$ cat src/hdl/lzc_pkg.sv
// Shared constants and types of the LZ77 byte compressor.
package lzc_pkg;

  localparam int unsigned LZC_WINDOW    = 255;
  localparam int unsigned LZC_MAX_MATCH = 255;
  localparam int unsigned LZC_GRP_SIZE  = 16;

  typedef struct packed {
    logic step;
    logic clear;
    logic open;
    logic limit;
  } lzc_cell_ctrl_t;

  typedef struct packed {
    logic [7:0] distance;
    logic [7:0] match_len;
    logic [7:0] next_char;
    logic       has_next_char;
    logic       final_token;
  } lzc_token_t;

  typedef enum logic [2:0] {
    S_IDLE = 3'b001,
    S_GRP  = 3'b010,
    S_DEC  = 3'b100
  } lzc_state_e;

endpackage

$ cat src/hdl/lzc_intf.sv
// Valid/ready channel interfaces for input bytes and output tokens.
interface lzc_in_if;
  logic       valid;
  logic       ready;
  logic [7:0] data_byte;
  logic       last_byte;

  modport source (output valid, output data_byte, output last_byte, input ready);
  modport sink (input valid, input data_byte, input last_byte, output ready);
endinterface

interface lzc_out_if;
  logic       valid;
  logic       ready;
  logic [7:0] distance;
  logic [7:0] match_len;
  logic [7:0] next_char;
  logic       has_next_char;
  logic       final_token;

  modport source (output valid, output distance, output match_len, output next_char,
                  output has_next_char, output final_token, input ready);
  modport sink (input valid, input distance, input match_len, input next_char,
                input has_next_char, input final_token, output ready);
endinterface

$ cat src/hdl/lzc_cell.sv
// One window cell: a history byte at a fixed back distance and its match flag.
module lzc_cell #(
  parameter int unsigned IDX = 1,
  parameter int unsigned BSW = 8
) (
  input  logic                    clk_i,
  input  logic                    rst_ni,
  input  lzc_pkg::lzc_cell_ctrl_t ctrl_i,
  input  logic [BSW-1:0]          bytes_seen_i,
  input  logic [7:0]              data_i,
  input  logic [7:0]              hist_i,
  output logic [7:0]              hist_o,
  output logic                    alive_o
);
  import lzc_pkg::*;

  localparam logic [BSW-1:0] IdxV = BSW'(IDX);

  logic [7:0] hist_q;
  logic       alive_q, alive_d;
  logic       hit;

  assign hit = (hist_q == data_i);

  always_comb begin
    alive_d = alive_q;
    if (ctrl_i.clear) begin
      alive_d = 1'b0;
    end else if (ctrl_i.step) begin
      if (ctrl_i.limit) begin
        alive_d = 1'b0;
      end else if (!ctrl_i.open) begin
        alive_d = (IdxV <= bytes_seen_i) && hit;
      end else begin
        alive_d = alive_q && hit;
      end
    end
  end

  always_ff @(posedge clk_i) begin
    if (ctrl_i.step) begin
      hist_q <= hist_i;
    end
  end

  always_ff @(posedge clk_i or negedge rst_ni) begin
    if (!rst_ni) begin
      alive_q <= 1'b0;
    end else begin
      alive_q <= alive_d;
    end
  end

  assign hist_o  = hist_q;
  assign alive_o = alive_q;
endmodule

$ cat src/hdl/lzc_prio.sv
// Registered priority encoder over one group of cells, nearest distance first.
module lzc_prio #(
  parameter int unsigned GW = 16
) (
  input  logic                  clk_i,
  input  logic [GW-1:0]         alive_i,
  output logic                  any_o,
  output logic [$clog2(GW)-1:0] first_o
);
  import lzc_pkg::*;

  localparam int unsigned LW = $clog2(GW);

  logic          any_q;
  logic [LW-1:0] first_q, first_d;

  always_comb begin
    first_d = '0;
    for (int i = GW - 1; i >= 0; i--) begin
      if (alive_i[i]) begin
        first_d = LW'(i);
      end
    end
  end

  always_ff @(posedge clk_i) begin
    any_q   <= |alive_i;
    first_q <= first_d;
  end

  assign any_o   = any_q;
  assign first_o = first_q;
endmodule

$ cat src/hdl/lz77_byte_compressor.sv
// Top level of the greedy LZ77 byte compressor with a row of window cells.
//
// Bytes enter on in_i, one word per accepted valid/ready handshake, with
// last_byte marking the end of a stream. Tokens leave on out_o as
// (distance, match_len, next_char, has_next_char, final_token) words.
// A literal is (0, 0, byte); a stream that ends inside a match closes with
// has_next_char low.
// For each byte, the accept edge updates every cell's match flag in parallel,
// the group priority encoders then register their results, and the decision
// state picks the nearest live distance and decides on a token. A token
// appears on out_o on the cycle after that decision. in_i is ready only in
// the idle state, so a new byte is taken only once the last one is decided.
// The output word sits in a register, so a new byte is taken while a token
// still waits; only a decision that must emit waits for the register to drain.
// Reset clears the match flags, the open match and the fill count at once;
// the history bytes need no clearing since only filled distances are used.
// After the last byte of a stream the block starts a fresh window.
module lz77_byte_compressor #(
  parameter int unsigned WINDOW_SIZE = lzc_pkg::LZC_WINDOW,
  parameter int unsigned MAX_MATCH   = lzc_pkg::LZC_MAX_MATCH
) (
  input  logic      clk_i,
  input  logic      rst_ni,
  lzc_in_if.sink    in_i,
  lzc_out_if.source out_o
);
  import lzc_pkg::*;

  localparam int unsigned GW   = LZC_GRP_SIZE;
  localparam int unsigned LW   = $clog2(GW);
  localparam int unsigned NGRP = (WINDOW_SIZE + GW - 1) / GW;
  localparam int unsigned GIW  = (NGRP > 1) ? $clog2(NGRP) : 1;
  localparam int unsigned BSW  = $clog2(WINDOW_SIZE + 1);
  localparam int unsigned DW   = GIW + LW + 1;

  lzc_state_e state_q, state_d;
  logic [7:0]     data_q, data_d;
  logic           last_q, last_d;
  logic           open_q, open_d;
  logic [7:0]     len_q, len_d;
  logic [7:0]     bestd_q, bestd_d;
  logic [BSW-1:0] bs_q, bs_d;
  logic           oval_q, oval_d;
  lzc_token_t     tok_q, tok_d;

  logic           in_fire, take_out, clear;
  lzc_cell_ctrl_t cctl;
  logic [7:0]     hist_w [0:WINDOW_SIZE];
  logic [NGRP*GW-1:0] alive_w;
  logic [NGRP-1:0]    g_any;
  logic [LW-1:0]      g_first [0:NGRP-1];

  logic [GIW-1:0] sel_g;
  logic           any_all;
  logic [DW-1:0]  best_dist;
  logic [7:0]     best8;

  logic       dec_emit, dec_close, dec_open;
  logic [7:0] dec_len, dec_best;
  lzc_token_t dec_tok;
  logic       stall;

  assign in_fire  = in_i.valid && in_i.ready;
  assign take_out = oval_q && out_o.ready;

  assign cctl.step  = in_fire;
  assign cctl.clear = clear;
  assign cctl.open  = open_q;
  assign cctl.limit = open_q && (len_q >= 8'(MAX_MATCH));

  assign hist_w[0] = in_i.data_byte;

  for (genvar k = 1; k <= WINDOW_SIZE; k++) begin : g_cell
    lzc_cell #(
      .IDX (k),
      .BSW (BSW)
    ) u_cell (
      .clk_i        (clk_i),
      .rst_ni       (rst_ni),
      .ctrl_i       (cctl),
      .bytes_seen_i (bs_q),
      .data_i       (in_i.data_byte),
      .hist_i       (hist_w[k-1]),
      .hist_o       (hist_w[k]),
      .alive_o      (alive_w[k-1])
    );
  end

  if (NGRP * GW > WINDOW_SIZE) begin : g_pad
    assign alive_w[NGRP*GW-1:WINDOW_SIZE] = '0;
  end

  for (genvar g = 0; g < NGRP; g++) begin : g_grp
    lzc_prio #(
      .GW (GW)
    ) u_prio (
      .clk_i   (clk_i),
      .alive_i (alive_w[g*GW +: GW]),
      .any_o   (g_any[g]),
      .first_o (g_first[g])
    );
  end

  always_comb begin
    sel_g = '0;
    for (int g = NGRP - 1; g >= 0; g--) begin
      if (g_any[g]) begin
        sel_g = GIW'(g);
      end
    end
  end

  assign any_all   = |g_any;
  assign best_dist = DW'({sel_g, g_first[sel_g]}) + DW'(1);
  assign best8     = 8'(best_dist);

  always_comb begin
    dec_emit  = 1'b0;
    dec_close = last_q;
    dec_open  = open_q;
    dec_len   = len_q;
    dec_best  = bestd_q;
    dec_tok   = '{distance: bestd_q, match_len: len_q, next_char: data_q,
                  has_next_char: 1'b1, final_token: last_q};
    if (!open_q) begin
      if (!any_all) begin
        dec_emit  = 1'b1;
        dec_close = 1'b1;
        dec_tok   = '{distance: 8'd0, match_len: 8'd0, next_char: data_q,
                      has_next_char: 1'b1, final_token: last_q};
      end else if (last_q) begin
        dec_emit  = 1'b1;
        dec_close = 1'b1;
        dec_tok   = '{distance: best8, match_len: 8'd1, next_char: 8'd0,
                      has_next_char: 1'b0, final_token: 1'b1};
      end else begin
        dec_open = 1'b1;
        dec_len  = 8'd1;
        dec_best = best8;
      end
    end else if (len_q >= 8'(MAX_MATCH) || !any_all) begin
      dec_emit  = 1'b1;
      dec_close = 1'b1;
    end else begin
      dec_len  = len_q + 8'd1;
      dec_best = best8;
      if (last_q) begin
        dec_emit  = 1'b1;
        dec_close = 1'b1;
        dec_tok   = '{distance: best8, match_len: len_q + 8'd1, next_char: 8'd0,
                      has_next_char: 1'b0, final_token: 1'b1};
      end
    end
  end

  assign stall = dec_emit && oval_q && !out_o.ready;

  always_comb begin
    state_d = state_q;
    data_d  = data_q;
    last_d  = last_q;
    open_d  = open_q;
    len_d   = len_q;
    bestd_d = bestd_q;
    bs_d    = bs_q;
    clear   = 1'b0;
    oval_d  = take_out ? 1'b0 : oval_q;
    tok_d   = tok_q;
    case (state_q)
      S_IDLE: begin
        if (in_fire) begin
          data_d  = in_i.data_byte;
          last_d  = in_i.last_byte;
          state_d = S_GRP;
          if (bs_q < BSW'(WINDOW_SIZE)) begin
            bs_d = bs_q + BSW'(1);
          end
        end
      end
      S_GRP: begin
        state_d = S_DEC;
      end
      S_DEC: begin
        if (!stall) begin
          state_d = S_IDLE;
          if (dec_emit) begin
            oval_d = 1'b1;
            tok_d  = dec_tok;
          end
          if (dec_close) begin
            clear   = 1'b1;
            open_d  = 1'b0;
            len_d   = 8'd0;
            bestd_d = 8'd0;
          end else begin
            open_d  = dec_open;
            len_d   = dec_len;
            bestd_d = dec_best;
          end
          if (last_q) begin
            bs_d = '0;
          end
        end
      end
      default: begin
        state_d = S_IDLE;
      end
    endcase
  end

  always_ff @(posedge clk_i or negedge rst_ni) begin
    if (!rst_ni) begin
      state_q <= S_IDLE;
      open_q  <= 1'b0;
      len_q   <= 8'd0;
      bestd_q <= 8'd0;
      bs_q    <= '0;
      oval_q  <= 1'b0;
    end else begin
      state_q <= state_d;
      open_q  <= open_d;
      len_q   <= len_d;
      bestd_q <= bestd_d;
      bs_q    <= bs_d;
      oval_q  <= oval_d;
    end
  end

  always_ff @(posedge clk_i) begin
    data_q <= data_d;
    last_q <= last_d;
    tok_q  <= tok_d;
  end

  assign in_i.ready          = (state_q == S_IDLE);
  assign out_o.valid         = oval_q;
  assign out_o.distance      = tok_q.distance;
  assign out_o.match_len     = tok_q.match_len;
  assign out_o.next_char     = tok_q.next_char;
  assign out_o.has_next_char = tok_q.has_next_char;
  assign out_o.final_token   = tok_q.final_token;

  a_rise_from_dec: assert property (@(posedge clk_i) disable iff (!rst_ni)
    $rose(oval_q) |-> $past(state_q == S_DEC))
    else $error("Token appeared without a decision cycle.");

  a_idle_no_alive: assert property (@(posedge clk_i) disable iff (!rst_ni)
    (state_q == S_IDLE && !open_q) |-> (alive_w == '0))
    else $error("Match flags left set with no open match.");

  a_open_len: assert property (@(posedge clk_i) disable iff (!rst_ni)
    open_q |-> (len_q != 8'd0 && len_q <= 8'(MAX_MATCH)))
    else $error("Open match length out of range.");
endmodule

$ cat src/flat_wrapper.sv
// flat-port wrapper written by rule: the top's interface ports become plain ports
module lz77_byte_compressor_flat import lzc_pkg::*;
#(
  parameter int unsigned WINDOW_SIZE = lzc_pkg::LZC_WINDOW,
  parameter int unsigned MAX_MATCH   = lzc_pkg::LZC_MAX_MATCH
)
  (clk_i, rst_ni, in_i_valid, in_i_data_byte, in_i_last_byte, in_i_ready, out_o_valid, out_o_distance, out_o_match_len, out_o_next_char, out_o_has_next_char, out_o_final_token, out_o_ready);
  lzc_in_if in_i_i ();
  lzc_out_if out_o_i ();
  input  logic clk_i;
  input  logic rst_ni;
  input wire logic [$bits(in_i_i.valid)-1:0] in_i_valid;
  input wire logic [$bits(in_i_i.data_byte)-1:0] in_i_data_byte;
  input wire logic [$bits(in_i_i.last_byte)-1:0] in_i_last_byte;
  output wire logic [$bits(in_i_i.ready)-1:0] in_i_ready;
  output wire logic [$bits(out_o_i.valid)-1:0] out_o_valid;
  output wire logic [$bits(out_o_i.distance)-1:0] out_o_distance;
  output wire logic [$bits(out_o_i.match_len)-1:0] out_o_match_len;
  output wire logic [$bits(out_o_i.next_char)-1:0] out_o_next_char;
  output wire logic [$bits(out_o_i.has_next_char)-1:0] out_o_has_next_char;
  output wire logic [$bits(out_o_i.final_token)-1:0] out_o_final_token;
  input wire logic [$bits(out_o_i.ready)-1:0] out_o_ready;
  assign in_i_i.valid = in_i_valid;
  assign in_i_i.data_byte = in_i_data_byte;
  assign in_i_i.last_byte = in_i_last_byte;
  assign in_i_ready = in_i_i.ready;
  assign out_o_valid = out_o_i.valid;
  assign out_o_distance = out_o_i.distance;
  assign out_o_match_len = out_o_i.match_len;
  assign out_o_next_char = out_o_i.next_char;
  assign out_o_has_next_char = out_o_i.has_next_char;
  assign out_o_final_token = out_o_i.final_token;
  assign out_o_i.ready = out_o_ready;
  lz77_byte_compressor #(.WINDOW_SIZE(WINDOW_SIZE), .MAX_MATCH(MAX_MATCH)) u_core (.clk_i(clk_i), .rst_ni(rst_ni), .in_i(in_i_i), .out_o(out_o_i));
endmodule
$ cat config.mk
export PLATFORM = sky130hd
export DESIGN_NAME = lz77_byte_compressor_flat
export DESIGN_NICKNAME = d
export VERILOG_FILES = /design/src/hdl/lzc_pkg.sv /design/src/hdl/lzc_intf.sv /design/src/hdl/lzc_cell.sv /design/src/hdl/lzc_prio.sv /design/src/hdl/lz77_byte_compressor.sv /design/src/flat_wrapper.sv
export SDC_FILE = /design/constraint.sdc
export NUM_CORES = 2
export LEC_CHECK = 0
export BUFFER_PORTS_ARGS = -buffer_cell sky130_fd_sc_hd__clkbuf_2
export CAP_MARGIN = 20
export CORE_MARGIN = 4
export CORE_UTILIZATION = 65
export DETAILED_ROUTE_END_ITERATION = 10
export HOLD_SLACK_MARGIN = 0.02
export MAX_ROUTING_LAYER = met4
export PLACE_DENSITY_LB_ADDON = 0.08
export SLEW_MARGIN = 25
export SYNTH_ARGS = -nofsm -noshare
export SYNTH_HDL_FRONTEND = slang
export SYNTH_HIERARCHICAL = 1
export SYNTH_SLANG_ARGS = --single-unit
$ cat constraint.sdc
create_clock -name clk_i -period 193.3 [get_ports clk_i]
set_clock_uncertainty 0.05 [all_clocks]
set_input_delay 9.665 -clock clk_i [delete_from_list [all_inputs] [get_ports clk_i]]
set_output_delay 9.665 -clock clk_i [all_outputs]
set_load 0.05 [all_outputs]
---- Word level (Yosys, flattened, before mapping) ----
Index checks and enable logic that the tools add are counted.
cells by class
  add/subtract/negate cells ............... 3
  order comparisons ....................... 258
  equal/unequal tests ..................... 264
  multiplexer cells ....................... 1316
  bitwise logic cells ..................... 2
  reductions and logical operators ........ 592
operator list
  cell                                                                  count
  8-bit == test                                                         255
  1-bit 2-to-1 mux                                                      1051
  8-bit <= comparator, first input constant                             128
  4-bit 2-to-1 mux                                                      145
  1-bit logical AND                                                     515
  7-bit by 8-bit <= comparator with 1-bit output, first input constant  64
  6-bit by 8-bit <= comparator with 1-bit output, first input constant  32
  16-bit OR reduction                                                   16
  3-bit 2-to-1 mux                                                      66
  26-bit 2-to-1 mux                                                     5
  5-bit by 8-bit <= comparator with 1-bit output, first input constant  16
  8-bit OR reduction                                                    16
  8-bit 2-to-1 mux                                                      14
  4-bit by 8-bit <= comparator with 1-bit output, first input constant  8
  2-bit 2-to-1 mux                                                      32
  4-bit OR reduction                                                    16
  3-bit by 8-bit <= comparator with 1-bit output, first input constant  4
  2-bit OR reduction                                                    16
  8-bit by 1-bit adder with 8-bit output, second input constant         3
  4-bit binary-select mux with 4-bit select                             1
  2-bit by 8-bit <= comparator with 1-bit output, first input constant  2
  8-bit one-hot mux with 2 select lines                                 1
  15-bit OR reduction                                                   1
  5-bit AND reduction                                                   2
  19 further kinds                                                      26
storage, ports and cells
  register bits after elaboration ......... 2439
  bits of input ports ..................... 13
  output and inout port bits .............. 28
  word-level logic and storage cells ...... 3038

---- Longest topological paths before layout ----
  depth in word-level cells ............... 25
  mapped depth ............................ 13
  gate-level depth less buffers ........... 12

---- Worst setup path after synthesis ----
Ideal clock, no wire load.
  path type ............................... input -> register
  start ................................... input port in_i_valid
  end ..................................... register u_core.g_cell[185].u_cell.alive_q
  setup time .............................. 0.107 ns
  arrival time ............................ 71.043 ns
  data required time ...................... 193.143 ns
  slack ................................... 122.100 ns
  stages .................................. 4
  buffers on the path ..................... 0
  path through ............................ and2_1 nor4b_2 o311ai_1 o21ai_1
on the way
  cells in the longest elaborated chain, start to end .. 2
RTL lines
  element                              line                        text
  start, declared                      flat_wrapper.sv:12          input wire logic [$bits(in_i_i.valid)-1:0] in_i_valid;
  1-bit logical AND                    lz77_byte_compressor.sv:63  assign in_fire = in_i.valid && in_i.ready;
  2-bit nonzero test (no source line)  n/a
  end signal, assigned                 lzc_cell.sv:50              alive_q <= alive_d;
  end, declared                        lzc_cell.sv:20              logic alive_q, alive_d;
No other way between the ends.
A chain may end at the register's enable or synchronous reset.

==> impl_results.md <==
* Status: complete, no violations
* Measured slew at the worst slew-check pin at 1060 ps
* Maximum capacitance violations at 0
* DIE AREA at 178000 um2
* GRT Util Overall at 0.324
* # setup viols final at 0
* Worst-skew pair later-pin latency at 880 ps
* Initial antenna violation count at 4
* Int Power at 993 uW
* Reg-to-reg slack, setup at 185420 ps
* WL final at 284 mm
* Register area share after synthesis at 0.638
* Via Count at 72300
* CTS tree: built
* CP Data Required Time at 194050 ps
* Drt wl/cell at 25.7 um
* Critical-path cell list: clkbuf_2 -> and2_4 -> buf_4 -> buf_4 -> buf_6 -> buf_4 -> buf_4 -> buf_4 -> or3b_1 -> a211oi_2 -> a31o_1
* Clock share of power at 0.315
* Kind of critical path: in -> reg
* Sequential share of power at 0.466
* Switch Pwr at 468 uW
* Post-route clock period utilization at 0.0811
* CTS buffer count at 239
* Reg2reg path depth at 11
* Num rows at 151
* CTS hold repair buffers at 0
* Clk slew on worst S/H paths at 60 ps
* Crit path launch: in_i_valid
* # nets final at 8629
* Power Dens Cells at 11.9 nW/um2
* Initial Util at 0.655
* Syn. warnings at 6
* Async SR Flop Fraction at 0.116
* Chip Height at 422 um
* CP Capture Point: u_core/g_cell[104].u_cell/alive_o
* Max-slew violations at 0
* Crit-path slowest cell: buf_4
* Die Wd at 422 um
* Logic pwr share at 0.219
* Syn Area/Cell at 13.5 um2
* Hold path depth at 0
* DP Wirelength at 161 mm
* Most used DFF post-synth: edfxtp_1
* Grt ovf at 0
* FF+latch count, synth at 2439
* Final WS setup at 177620 ps
* Worst Path Arrival at 16430 ps
* Kind of start point of the critical path: primary input
* I/O pin cnt at 41
* Setup repair after global routing missed its margin: no
* CP Capture Type: register
* Area of the core at 170000 um2
* Reg2reg start: u_core/state_q[0]
* Leak at 0.0357 uW
* Slew HR at 0.291
* Mapped cell area at 111000 um2
* Post-CTS sizing at 0
* Fillers at 11000
* CTS H-tree lvls at 4
* Vias in the first global route at 72500
* Worst min path class: reg -> reg
* Cells after DPL at 10600
* Placer Congestion at 0.878
* Root Driver: clkbuf_16
* Post-synth EDFFs at 2075
* Finished Layout Cells at 11100
* DR DRC count at 0
* Switching part of the total at 0.320
* Fraction of layout cells with a size suffix above 1 at 0.0938
* Sink Count at 2439
* R2R Path End: u_core/g_cell[104].u_cell/alive_o
* Largest net degree at the start of global routing at 196
* First-pass GRT wire length at 435 mm
* Area Growth Syn to Fin at 10.7%
* Worst-path fanout max at 87
* DRT iter0 DRCs at 8428
* Setup Buffers After CTS at 0
* Min cycle time layout at 15680 ps
* Most common cell on crit path: buf_4
* Post-synth cell types at 112
* Clock buffer depth at 3
* Cells after Synth at 8221
* Dpl ws at 176540 ps
* Vias per inst at 6.54
* Drt first pass iters at 8
* Peak VDD IR at 0.0139 mV
* Critical path's largest stage delay at 900 ps
* Setup TNS at 0 ps
* Max frequency at 63.8 MHz
* Routed Antenna Nets at 0
* Final Hold Fails at 0
* I/O Buffers at 40
## synthesized netlist by cell type (all sizes together) (18+ instances only)
cell / instances / area [um2]
a2111oi: 23 / 307
a211oi: 84 / 771
a21o: 20 / 150
a21oi: 160 / 820
a22o: 23 / 205
a31oi: 35 / 234
and2: 18 / 115
and3: 52 / 325
dfrtp: 283 / 7080
dfxtp: 80 / 1600
edfxtp: 2075 / 62300
inv: 109 / 409
mux2i: 41 / 423
nand2: 488 / 1830
nand2b: 45 / 289
nand3: 189 / 958
nand4: 319 / 2010
nor2: 510 / 1920
nor2b: 125 / 782
nor3: 290 / 1490
nor3b: 23 / 198
nor4: 413 / 3720
nor4b: 29 / 350
o2111ai: 29 / 254
o211ai: 32 / 240
o21ai: 359 / 1800
o22ai: 25 / 156
o31ai: 72 / 566
or4: 27 / 210
xnor2: 602 / 5300
xor2: 1444 / 12700
## cells by family (layout without fill, tap and decap cells)
| kind of cell | after synthesis | in the layout | synth area share |
|---|---|---|---|
| compound gates | 986 | 986 | 0.0600 |
| xor+xnor | 2046 | 2046 | 0.161 |
| fa+ha+maj | 4 | 4 | 0.000450 |
| buf+inv | 126 | 731 | 0.00452 |
| flops | 2439 | 2439 | 0.638 |
| mux | 46 | 46 | 0.00451 |
| other cells | 1 | 7 | 0.0000337 |
| simple gates | 2573 | 2573 | 0.131 |
## layer usage
metal  wire length, um  GRT usage  part of all wire
met1            115000      0.439              0.40
met5                 0          -                 0
met2            134000      0.498              0.47
met3             25400     0.0561             0.089
met4              9710      0.116             0.034
## metrics by stage
step	total power [uW]	cell area [um2]	util	hold slack, ps
after floorplan	1370	111000	-	374
after global placement	994	115000	0.680	388
after detailed placement	1000	115000	0.680	383
after CTS	1460	123000	0.725	395
after global routing	1520	123000	0.726	415
final	1460	123000	0.726	393
## worst min-delay path by stage
stage / from / to / slack (ps)
2_1_floorplan: u_core/last_q / u_core/out_o.final_token / 370
3_3_place_gp: u_core/g_cell[88].u_cell/hist_o[3] / u_core/g_cell[89].u_cell/hist_o[3] / 390
3_5_place_dp: u_core/g_cell[88].u_cell/hist_o[3] / u_core/g_cell[89].u_cell/hist_o[3] / 380
4_1_cts: u_core/g_cell[88].u_cell/hist_o[3] / u_core/g_cell[89].u_cell/hist_o[3] / 390
5_1_grt: u_core/g_cell[88].u_cell/hist_o[3] / u_core/g_cell[89].u_cell/hist_o[3] / 420
6_report: u_core/g_cell[88].u_cell/hist_o[3] / u_core/g_cell[89].u_cell/hist_o[3] / 390
## cells in the final DEF (no fill, tap or decap), types with 232 or more instances in the layout
master and count:
nand2_1 488, xor2_1 1443, nand4_1 318, clkbuf_16 245, nor4_1 232, nor2_1 507
edfxtp_1 2075, xnor2_1 598, nor3_1 282, dfrtp_1 274
## layout make-up
cell class / instances / area (um2) / area share
Antenna cell: 4 / 10.0 / 0.0000812
Clock buffer: 346 / 6840 / 0.0555
Clock inverter: 111 / 897 / 0.00728
Inverter: 109 / 417 / 0.00338
Multi-Input combinational cell: 5658 / 39800 / 0.323
Sequential cell: 2439 / 71100 / 0.576
Tap cell: 2218 / 2780 / 0.0225
Timing Repair Buffer: 165 / 1440 / 0.0117
## flip-flops by register name, indices dropped and copies added, names as in the netlist, 3 cells and up
register and cells:
u_core/bs_q 8, u_core/g_grp.u_prio/any_o 16, u_core/out_o.match_len 8, u_core/out_o.next_char 8, u_core/g_grp.u_prio/first_o 64, u_core/state_q 3
u_core/g_cell.u_cell/alive_o 255, u_core/out_o.distance 8, u_core/g_cell.u_cell/hist_o 2040, u_core/len_q 8, u_core/bestd_q 8, u_core/data_q 8
## worst max-delay path: cells and delay by family
family / cells / cell delay (ps)
AND/OR/NAND/NOR: 2 / 1150
AO/OA/AOI/OAI: 2 / 340
buffers and inverters: 7 / 4970
## power groups by stage
stage / logic [uW] / clock network, uW / registers [uW]
4_1_cts: 314 / 465 / 680
2_1_floorplan: 320 / 0 / 1050
3_5_place_dp: 312 / 0 / 691
6_report: 320 / 460 / 681
5_1_grt: 343 / 490 / 684
3_3_place_gp: 304 / 0 / 690
No activity file was read; power rests on OpenSTA's default activity.
